### config.mk
export PLATFORM = sky130hd
export DESIGN_NAME = sscr_ctrl
export DESIGN_NICKNAME = d
export VERILOG_FILES = /design/src/rtl/sscr_pkg.sv /design/src/rtl/sscr_ctrl.sv
export SDC_FILE = /design/constraint.sdc
export NUM_CORES = 1
export LEC_CHECK = 0
export ABC_AREA = 1
export BUFFER_PORTS_ARGS = -buffer_cell sky130_fd_sc_hd__buf_4
export CELL_PAD_IN_SITES_DETAIL_PLACEMENT = 2
export CELL_PAD_IN_SITES_GLOBAL_PLACEMENT = 2
export CORE_MARGIN = 2
export CORE_UTILIZATION = 17
export DETAILED_ROUTE_END_ITERATION = 7
export MAX_ROUTING_LAYER = met4
export PLACE_DENSITY = 0.72
export SLEW_MARGIN = 5
export SYNTH_ARGS = -nofsm -noshare
export SYNTH_HDL_FRONTEND = slang
export SYNTH_SLANG_ARGS = --single-unit
### constraint.sdc
create_clock -name clk -period 1.2 [get_ports clk]
set_input_delay 0.12 -clock clk [delete_from_list [all_inputs] [get_ports clk]]
set_output_delay 0.12 -clock clk [all_outputs]
set_load 0.02 [all_outputs]
### src/rtl/sscr_pkg.sv
// shared types for the sorted scan replacement block
// controller states and the command and status groups between controller and datapath
package sscr_pkg;

	// controller states
	typedef enum logic [2:0] {
		ST_IDLE,
		ST_UNLINK,
		ST_LINK,
		ST_WALK,
		ST_INS1,
		ST_INS2,
		ST_FINISH
	} state_t;

	// controller to datapath commands, at most one set per cycle
	typedef struct packed {
		logic accept;
		logic unlink;
		logic link_start;
		logic walk_step;
		logic ins1;
		logic ins2;
		logic load_out;
	} cmd_t;

	// datapath to controller status
	typedef struct packed {
		logic full;
		logic head_null;
		logic stop;
		logic out_busy;
	} status_t;

endpackage

### src/rtl/sscr_ctrl.sv
// controller state machine for the sorted scan replacement block
// depends on sscr_pkg for states, commands and status
module sscr_ctrl import sscr_pkg::*; (
	input  logic    clk,
	input  logic    arst_n,
	input  logic    req_valid,
	output logic    req_stall,
	input  status_t stat,
	output cmd_t    cmd
);

	state_t state_q;
	state_t state_d;

	// state register
	always_ff @(posedge clk or negedge arst_n) begin
		if (!arst_n) begin
			state_q <= ST_IDLE;
		end else begin
			state_q <= state_d;
		end
	end

	// next state and commands
	always_comb begin
		state_d = state_q;
		cmd = '0;
		case (state_q)
			ST_IDLE: begin
				if (req_valid) begin
					cmd.accept = 1'b1;
					state_d = stat.full ? ST_UNLINK : ST_LINK;
				end
			end
			ST_UNLINK: begin
				cmd.unlink = 1'b1;
				state_d = ST_LINK;
			end
			ST_LINK: begin
				cmd.link_start = 1'b1;
				state_d = stat.head_null ? ST_INS1 : ST_WALK;
			end
			ST_WALK: begin
				if (stat.stop) begin
					state_d = ST_INS1;
				end else begin
					cmd.walk_step = 1'b1;
				end
			end
			ST_INS1: begin
				cmd.ins1 = 1'b1;
				state_d = ST_INS2;
			end
			ST_INS2: begin
				cmd.ins2 = 1'b1;
				state_d = ST_FINISH;
			end
			ST_FINISH: begin
				if (!stat.out_busy) begin
					cmd.load_out = 1'b1;
					state_d = ST_IDLE;
				end
			end
			default: begin
				state_d = ST_IDLE;
			end
		endcase
	end

	// new transactions only between items
	assign req_stall = (state_q != ST_IDLE);

endmodule

======== After elaboration in Yosys (flattened, before gate mapping) ========
Cells that the tools add are included.
storage, ports and cells
  input port bits ......................... 7
  latch bits .............................. 0
  bits in writable memories ............... 0
  memory bits (read-only) ................. 0
  word-level logic and storage cells ...... 29
  output and inout bits ................... 8
  register bits ........................... 3
  memories ................................ 0
operators by class
  reduce and logical (&&, ||, !) cells .... 3
  order comparisons ....................... 0
  $add $sub $neg .......................... 0
  bitwise operators ....................... 0
  multiply operators ...................... 0
  div/mod/pow operators ................... 0
  mux-type cells .......................... 16
  shifts and indexed selects .............. 0
  equality and inequality tests ........... 9
operators with widths
  operator                                       count
  case mux 3 bit (7 select lines)                1
  two-way mux 3 bit                              4
  two-way mux 1 bit                              10
  == test 3 bit, second input constant           3
  == test 3 x 2 -> 1 bit, second input constant  2
  inequality test 2 bit, second input constant   3
  == test 3 x 1 -> 1 bit, second input constant  1
  logical NOT 3 bit                              1
  AND reduction 3 bit                            1
  nonzero test 3 bit                             1
  two-way mux 2 bit                              1

======== Logic depth before layout (Yosys ltp) ========
Gate-level depths: netlist of the first run.
  word-level depth ........................ 3
  mapped depth ............................ 7
  depth with buffers taken out ............ 7

======== Least setup slack after synthesis of the first run ========
OpenSTA, ideal clock, no wires.
  path kind ............................... flip-flop to output port
  from .................................... register state_q[2]
  to ...................................... output port cmd[6] in the netlist's numbering
  stages on the path, launching flop included .. 5
  setup slack ............................. -0.016 ns
  data required time ...................... 1.080 ns
  path buffers ............................ 1
  arrival ................................. 1.096 ns
  cells stage by stage .................... dfrtp_1 buf_4 inv_1 nand2_1 nor2_1
RTL lines
  element                 RTL line         RTL
  from (decl)             sscr_ctrl.sv:12  state_t state_q;
  from (signal assigned)  sscr_ctrl.sv:20  state_q <= state_d;
  to (decl)               sscr_ctrl.sv:9   output cmd_t cmd

==> metrics, run 1 <==
die height 43.4 um; setup_tns -0.228 ns; Critical Path RT around 1.1 ns; Fin. Hold Viols 0; Top reg by flops state_q; failing checks setup timing; core area 0.00149 mm^2; Seq cells post-synth 3; internal power 0.704 mW; Critical Path AT 1.15 ns; # IOs 15; distinct cell type count after synthesis 12; Final Wtd Congestion 0.764; initial core utilization 0.177; count of final setup violators 8; Die X 43.4 um; Port Buf Inserts 14; post-synth top area cell dfrtp_1; clk sinks 3; DP HPWL 670 um; initial antenna violation count 0; Gate Count Post-Synth 46; RR Endpoint state_q[0]; Largest regs state_q x3; Final nets 81; Area Growth Syn to Fin 102%; post-DR vias/cell 4.45; fin crit share 1.06; Total GRT Usage 0.121; NetSw 0.672 mW; Fmax achieved 788 MHz; CTS tree done; switching share of total power 0.488; htree depth 1; PwrDens between 2000 and 3000 mW/mm^2; largest net degree at the start of global routing 8; FP Rows 14; Syn Nets 53; root buf cell clkbuf_4; RSZ-0062 raised after global routing yes; fillcell total between 150 and 200; max reg flops 3; ant diodes 0; die area ~0.0019 mm^2; Layout Utilization 0.359; fraction of layout cells with a size suffix above 1 0.575; fin area 534 um^2; Worst Setup End Kind output port; Critical Path Source Type register; top cells by area, synth dfrtp_1 28%, nand2_1 21%, nor2_1 10%, nand3_1 9.5%, inv_1 8.5%; Power Total roughly 1.4 mW; worst reg2reg setup slack -0.01 ns; crit path max-delay cell type dfrtp_2; Clock transition at path regs ~0.040 ns; Hold Crit Class input port to async pin; Congestion Overflow GR 0; Tmin final 1.27 ns; Clk pwr share 0.134; fin. max-slew vios 0; WL per Instance approximately 12 um; critical-path cell list buf_4 -> nand3_2 -> nor2_1 -> buf_4; Worst-Margin Slew 0.195 ns; CP most frequent cell buf_4; Ys Warns 0; maxcap violations 0; Worst IR Drop VDD between 800 and 900 uV; Setup CP Type register to output port; relative slew slack 0.870; top cell type's share of synthesized area 0.284; clock latency on the worst-skew pair between 0.2 and 0.25 ns; CTS Buffer Depth 2; WL final 1040 um; Reg-to-Reg Start state_q[2]; R2R depth 6; Vias 396; Buf/Inv on CP 2; sequential power share 0.200; most frequent cells in the layout 21 x buf_4, 13 x nand2_1, 4 x nor2_1, 4 x inv_1, 4 x nand3_1; combinational power share 0.667; Pre-antenna DRT Iters 4; Max stage delay on crit path 0.44 ns; Syn Std Cell Area 264 um^2; CP Max Fanout 6; Seq/Total Area, Yosys 0.284; initial detailed-routing violation count 5; Crit path max-delay family flip-flops; P_leak 0.300 nW; DRC viols 0; TritonCTS buffer count 3; commonest non-fill, non-tap cell in the layout buf_4; placed cell area 384 um^2; first-pass GRT wire length 1620 um; antenna-violating nets left 0; outcome complete, but fails checks; worst hold margin 0.203 ns; vias in the first global route 412; clk_skew 0.00871 ns; Syn Area/Cell roughly 5.7 um^2; final worst setup slack -0.0684 ns
cell type report:
| type | count | area, um^2 | share of cell area |
|---|---|---|---|
| timing repair buffer | 24 | 190 | 0.356 |
| multi-input combinational | 34 | 184 | 0.344 |
| sequential | 3 | 78.8 | 0.148 |
| clock buffer | 4 | 26.3 | 0.0492 |
| tap | 16 | 20.0 | 0.0375 |
| inverter | 8 | 35.0 | 0.0656 |
how the worst max path moves through the flow:
stage	from	to	cells after the start
finish	state_q[2]	cmd[0]	4
floorplan	state_q[2]	state_q[0]	6
global route	state_q[2]	cmd[0]	4
CTS	state_q[0]	cmd[3]	5
global placement	state_q[2]	cmd[2]	3
detailed placement	state_q[2]	state_q[0]	6
power by group through the flow:
stage          clock (mW)  combinational, mW  sequential [mW]
2_1_floorplan           0              0.474            0.199
3_3_place_gp            0              0.651            0.243
3_5_place_dp            0              0.658            0.246
4_1_cts             0.183              0.871            0.266
5_1_grt             0.205               1.02            0.284
6_report            0.184              0.918            0.275
routing by layer:
metal,wire (um),track usage,vias up
li1,-,-,193
met3,50,0.0250,3
met5,0,-,-
met4,18,0.0727,0
met1,463,0.141,187
met2,505,0.191,13
cell usage after synthesis:
| master | n |
|---|---|
| dfrtp_1 | 3 |
| nand4_1 | 1 |
| nor2_2 | 2 |
| nor3_2 | 1 |
| inv_2 | 2 |
| buf_4 | 1 |
| inv_1 | 6 |
| nor2_1 | 7 |
| nand3_1 | 5 |
| nand2_1 | 15 |
| o21ai_0 | 2 |
| nor3_1 | 1 |
worst register-to-register path: cells and delay by family (launching register included):
family | cells | cell delay [ns]
AND/OR/NAND/NOR | 4 | 0.41
buffers and inverters | 2 | 0.26
flip-flops | 1 | 0.46
cell families after synthesis:
group / share of synthesized area
AND/OR/NAND/NOR: 0.536
buffers and inverters: 0.142
flip-flops: 0.284
AO/OA/AOI/OAI: 0.0379
repair_timing:
item	4_1_cts	5_1_grt
gates cloned	0	0
gates resized for setup	13	4
setup endpoints to repair	9	11
pin swaps	1	1
endpoints found under the hold margin	3	0
setup buffers	7	2
hold buffers	1	0
per-stage QoR:
| step | instances | worst slack [ns] |
|---|---|---|
| floorplan | 46 | 0.0100 |
| global placement | 75 | 0.0261 |
| detailed placement | 75 | -0.00653 |
| CTS | 87 | -0.0450 |
| global route | 89 | -0.133 |
| finish | 89 | -0.0684 |
Power figures use the tool's default switching activity.
==> run 2: changes to the inputs <==
==> constraint.sdc (replaced) <==
create_clock -name clk -period 1.23 [get_ports clk]
set_input_delay 0.123 -clock clk [delete_from_list [all_inputs] [get_ports clk]]
set_output_delay 0.123 -clock clk [all_outputs]
set_load 0.005 [all_outputs]
==> metrics, run 2 (synthesis results as in run 1) <==
vias in the first global route about 400; htree depth 1; placed cell count 76; worst reg2reg setup slack 0.07 ns; Critical Path Source Type register; DP HPWL 781 um; Setup CP Type register to output port; core area 0.00149 mm^2; Congestion Overflow GR 0; Top reg by flops state_q; first-pass GRT wire length 1640 um; max reg flops 3; maxcap violations 0; die area approximately 0.0019 mm^2; initial detailed-routing violation count 0; largest net degree at the start of global routing 7; FP Rows 14; ant diodes 0; initial core utilization 0.177; Die X 43.4 um; relative slew slack 0.862; Critical Path AT 1.10 ns; antenna-violating nets left 0; DRC viols 0; P_leak 0.288 nW; TritonCTS buffer count 3; Port Buf Inserts 14; Total GRT Usage 0.114; commonest non-fill, non-tap cell in the layout buf_4; fraction of layout cells with a size suffix above 1 0.594; Area Growth Syn to Fin 98.6%; most frequent cells in the layout 15 x buf_4, 12 x nand2_1; die height 43.4 um; outcome completed; initial antenna violation count 0; Tmin final 1.22 ns; worst hold margin between 0.2 and 0.25 ns; Largest regs state_q x3; fin crit share 0.995; fin. max-slew vios 0; WL final between 1000 and 1500 um; Final Wtd Congestion 0.685; Fmax achieved 817 MHz; Worst IR Drop VDD 830 uV; clock latency on the worst-skew pair approximately 0.23 ns; Critical Path RT between 1 and 1.5 ns; clk sinks 3; post-DR vias/cell 4.56; Worst Setup End Kind output port; Worst-Margin Slew 0.207 ns; count of final setup violators 0; Layout Utilization 0.352; Pre-antenna DRT Iters 1; setup_tns 0 ns; WL per Instance 12.7 um; root buf cell clkbuf_4; CTS tree done; RSZ-0062 raised after global routing yes; # IOs 15; Vias 388; Final nets 77; clk_skew 0.00473 ns; Hold Crit Class input port to async pin; CTS Buffer Depth 2; non-filler cells, final 85; Clock transition at path regs 0.04 ns; PwrDens 2390 mW/mm^2; CP Max Fanout 4; Fin. Hold Viols 0
-- run 2: worst paths after layout --
check | start | cells past startpoint | endpoint
worst max-delay path | state_q[0] | 4 | cmd[6]
worst min-delay path | arst_n | 2 | state_q[1]
worst max register to register | state_q[1] | 7 | state_q[1]
worst min register to register | state_q[0] | 3 | state_q[2]
max in group asynchronous | arst_n | 2 | state_q[0]
min in group clk | stat[0] | 3 | state_q[2]
-- run 2: power breakdown --
| part | leakage (nW) | internal, mW | switching (mW) |
|---|---|---|---|
| sequential | 0.0340 | 0.155 | 0.123 |
| clock | 0.0150 | 0.122 | 0.0504 |
| combinational | 0.239 | 0.392 | 0.410 |
| total | 0.288 | 0.669 | 0.584 |
-- run 2: layout make-up --
| type | count | area, um^2 |
|---|---|---|
| repair buffers | 20 | 168 |
| well taps | 16 | 20.0 |
| flip-flops and latches | 3 | 78.8 |
| clock buffers | 4 | 26.3 |
| multi-input cells | 34 | 194 |
| fillers | 173 | 965 |
| inverters | 8 | 37.5 |
-- run 2: metal layers --
metal | share of wire | vias up | GRT usage
met3 | 0.035 | 0 | 0.0125
met5 | 0 | - | -
li1 | - | 189 | -
met1 | 0.43 | 190 | 0.129
met4 | 0 | 0 | 0.0364
met2 | 0.53 | 9 | 0.209
-- run 2: worst max-delay path, stage by stage (launching register included) --
cell and delay, ns:
dfrtp_2 0.46, nor2_4 0.15, nand2_2 0.06, nor2_1 0.09
buf_4 0.11
-- run 2: repair_timing --
action                     in CTS  in global routing
resized for setup              14                 11
pin swaps                       2                  4
hold buffers                    1                  0
buffers inserted                2                  2
setup endpoints to repair       5                  8
hold endpoints to repair        3                  0
-- run 2: through the flow --
stage / area [um^2] / setup WS [ns] / total power, mW
2_1_floorplan: 264 / 0.217 / 0.551
3_3_place_gp: 389 / 0.0439 / 0.793
3_5_place_dp: 389 / 0.0324 / 0.806
4_1_cts: 478 / -0.00574 / 1.15
5_1_grt: 524 / -0.0551 / 1.37
6_report: 524 / 0.00575 / 1.25
==> run 3: changes to the inputs <==
--- a/config.mk
+++ b/config.mk
@@ -5,15 +5,14 @@
 export SDC_FILE = /design/constraint.sdc
 export NUM_CORES = 1
 export LEC_CHECK = 0
-export ABC_AREA = 1
 export BUFFER_PORTS_ARGS = -buffer_cell sky130_fd_sc_hd__buf_4
 export CELL_PAD_IN_SITES_DETAIL_PLACEMENT = 2
 export CELL_PAD_IN_SITES_GLOBAL_PLACEMENT = 2
-export CORE_MARGIN = 2
-export CORE_UTILIZATION = 17
+export CORE_AREA = 2 2 39 41
 export DETAILED_ROUTE_END_ITERATION = 7
+export DIE_AREA = 0 0 41 43
 export MAX_ROUTING_LAYER = met4
-export PLACE_DENSITY = 0.72
+export PLACE_DENSITY = 0.71
 export SLEW_MARGIN = 5
 export SYNTH_ARGS = -nofsm -noshare
 export SYNTH_HDL_FRONTEND = slang
==> metrics, run 3 <==
largest net degree at the start of global routing 10; Worst IR Drop VDD 734 uV; maxcap violations 0; most frequent cells in the layout 21 x buf_4, 3 x clkbuf_4; initial core utilization 0.184; FP Rows 14; htree depth 1; DP HPWL approximately 630 um; met3 WL 66 um; Max stage delay on crit path 0.44 ns; Clock transition at path regs 0.04 ns; final worst setup slack -0.106 ns; Buf/Inv on CP 1; clk sinks 3; number of synthesized flops with an enable pin 0; crit path max-delay cell type dfrtp_2; CTS Buffer Depth 2; fillcell total 159; failing checks setup timing; DRC viols 0; TritonCTS buffer count 3; fin. max-slew vios 0; Pre-antenna DRT Iters 4; most frequent cell after synthesis dfrtp_1; ant diodes 0; fraction of layout cells with a size suffix above 1 0.604; top_reg_cell synth dfrtp_1; post-synth top area cell dfrtp_1; Setup CP Type register to output port; WL final 947 um; vias in the first global route 314; distinct cell type count after synthesis 21; WL met2 483 um; relative slew slack 0.820; count of final setup violators 4; clock latency on the worst-skew pair about 0.23 ns; Top reg by flops state_q; Worst Setup End Kind output port; Area Growth Syn to Fin 87.3%; Crit path max-delay family flip-flops; outcome complete, but fails checks; R2R depth 4; Tmin final roughly 1.3 ns; Port Buf Inserts 14; die area 0.00176 mm^2; Critical Path RT 1.11 ns; Fin. Hold Viols 0; initial antenna violation count 0; max reg flops 3; Largest regs state_q x3; Syn Std Cell Area 255 um^2; Seq/Total Area, Yosys 0.294; Final nets 61; Total GRT Usage 0.134; # IOs 15; Syn Nets 36; post-DR vias/cell 4.51; Seq cells post-synth 3; clk_skew 0.00306 ns; Final Wtd Congestion 0.746; non-filler cells, final 69; first-pass GRT wire length 1480 um; Power Total 1.14 mW; top cell type's share of synthesized area 0.294; post-synthesis async set-or-reset flop share 1.00; initial detailed-routing violation count 2; Congestion Overflow GR 0; Worst-Margin Slew 0.268 ns; antenna-violating nets left 0; worst hold margin 0.222 ns; CTS tree done; CP Max Fanout 6; critical-path cell list or3_4 -> nor2_2 -> buf_4; Die X roughly 41 um; commonest non-fill, non-tap cell in the layout buf_4; RSZ-0062 raised after global routing yes; WL met1 397 um; Vias 311; critical path depth 3; WL per Instance 13.7 um; fin crit share 1.09; Critical Path AT 1.21 ns; root buf cell clkbuf_4; core area 0.00138 mm^2; P_leak 0.232 nW; Hold Crit Class input port to async pin; Gate Count Post-Synth 29; Ys Warns 0; Fmax achieved 748 MHz; worst reg2reg setup slack about 0.09 ns; DR top layer met3; Critical Path Source Type register; PwrDens approximately 2400 mW/mm^2; Syn Area/Cell approximately 9 um^2; die height 43 um; placed cell count 59; top cells by area, synth dfrtp_1 29%, nor3b_1 5.9%, and4bb_2 4.9%, nand2b_1 4.9%, buf_6 4.4%
[run 3: per-layer routing]
layer | vias up | track usage
met5 | - | -
met2 | 16 | 0.200
met1 | 143 | 0.155
met3 | 0 | 0.0157
met4 | 0 | 0.100
li1 | 152 | -
[run 3: worst paths after layout]
path / start / end
min in group clk: stat[2] / state_q[2]
min reg2reg: state_q[1] / state_q[0]
max in group asynchronous: arst_n / state_q[2]
min: arst_n / state_q[1]
max reg2reg: state_q[2] / state_q[1]
max: state_q[2] / cmd[6]
[run 3: worst reg2reg max path, stage by stage (launching register included)]
cell,delay [ns]
dfrtp_2,0.44
buf_6,0.14
buf_4,0.13
a211oi_1,0.19
o32a_1,0.18
[run 3: kinds of logic (layout without fill, tap and decap cells)]
family,Yosys count,count (layout),synth area share
AOI/OAI and AO/OA,7,7,0.191
buffers and inverters,5,29,0.113
DFF,3,3,0.294
muxes,1,1,0.0392
and+or+nand+nor,13,13,0.363
[run 3: final cells by class]
class	instances	area, um^2	share of cell area
well taps	16	20.0	0.0419
repair buffers	23	179	0.374
multi-input cells	21	169	0.353
clock buffers	4	26.3	0.0550
flip-flops and latches	3	76.3	0.160
inverters	2	7.51	0.0157
[run 3: power by group]
part / internal (mW) / leakage [nW] / switching, mW
clock: 0.122 / 0.0150 / 0.0511
sequential: 0.153 / 0.0353 / 0.0589
combinational: 0.446 / 0.182 / 0.313
[run 3: what timing repair did]
item	CTS	global route
resized for setup	5	1
endpoints found under the setup margin	8	9
hold endpoints to repair	3	0
hold buffers	1	0
setup buffers	4	1
[run 3: metrics by stage]
stage	TNS (ns)	worst slack [ns]	utilization	cell area, um^2
floorplan	0	0.124	-	255
global placement	0	0.131	0.276	382
detailed placement	0	0.113	0.276	382
CTS	-0.292	-0.116	0.340	470
global route	-0.606	-0.153	0.345	478
finish	-0.259	-0.106	0.345	478
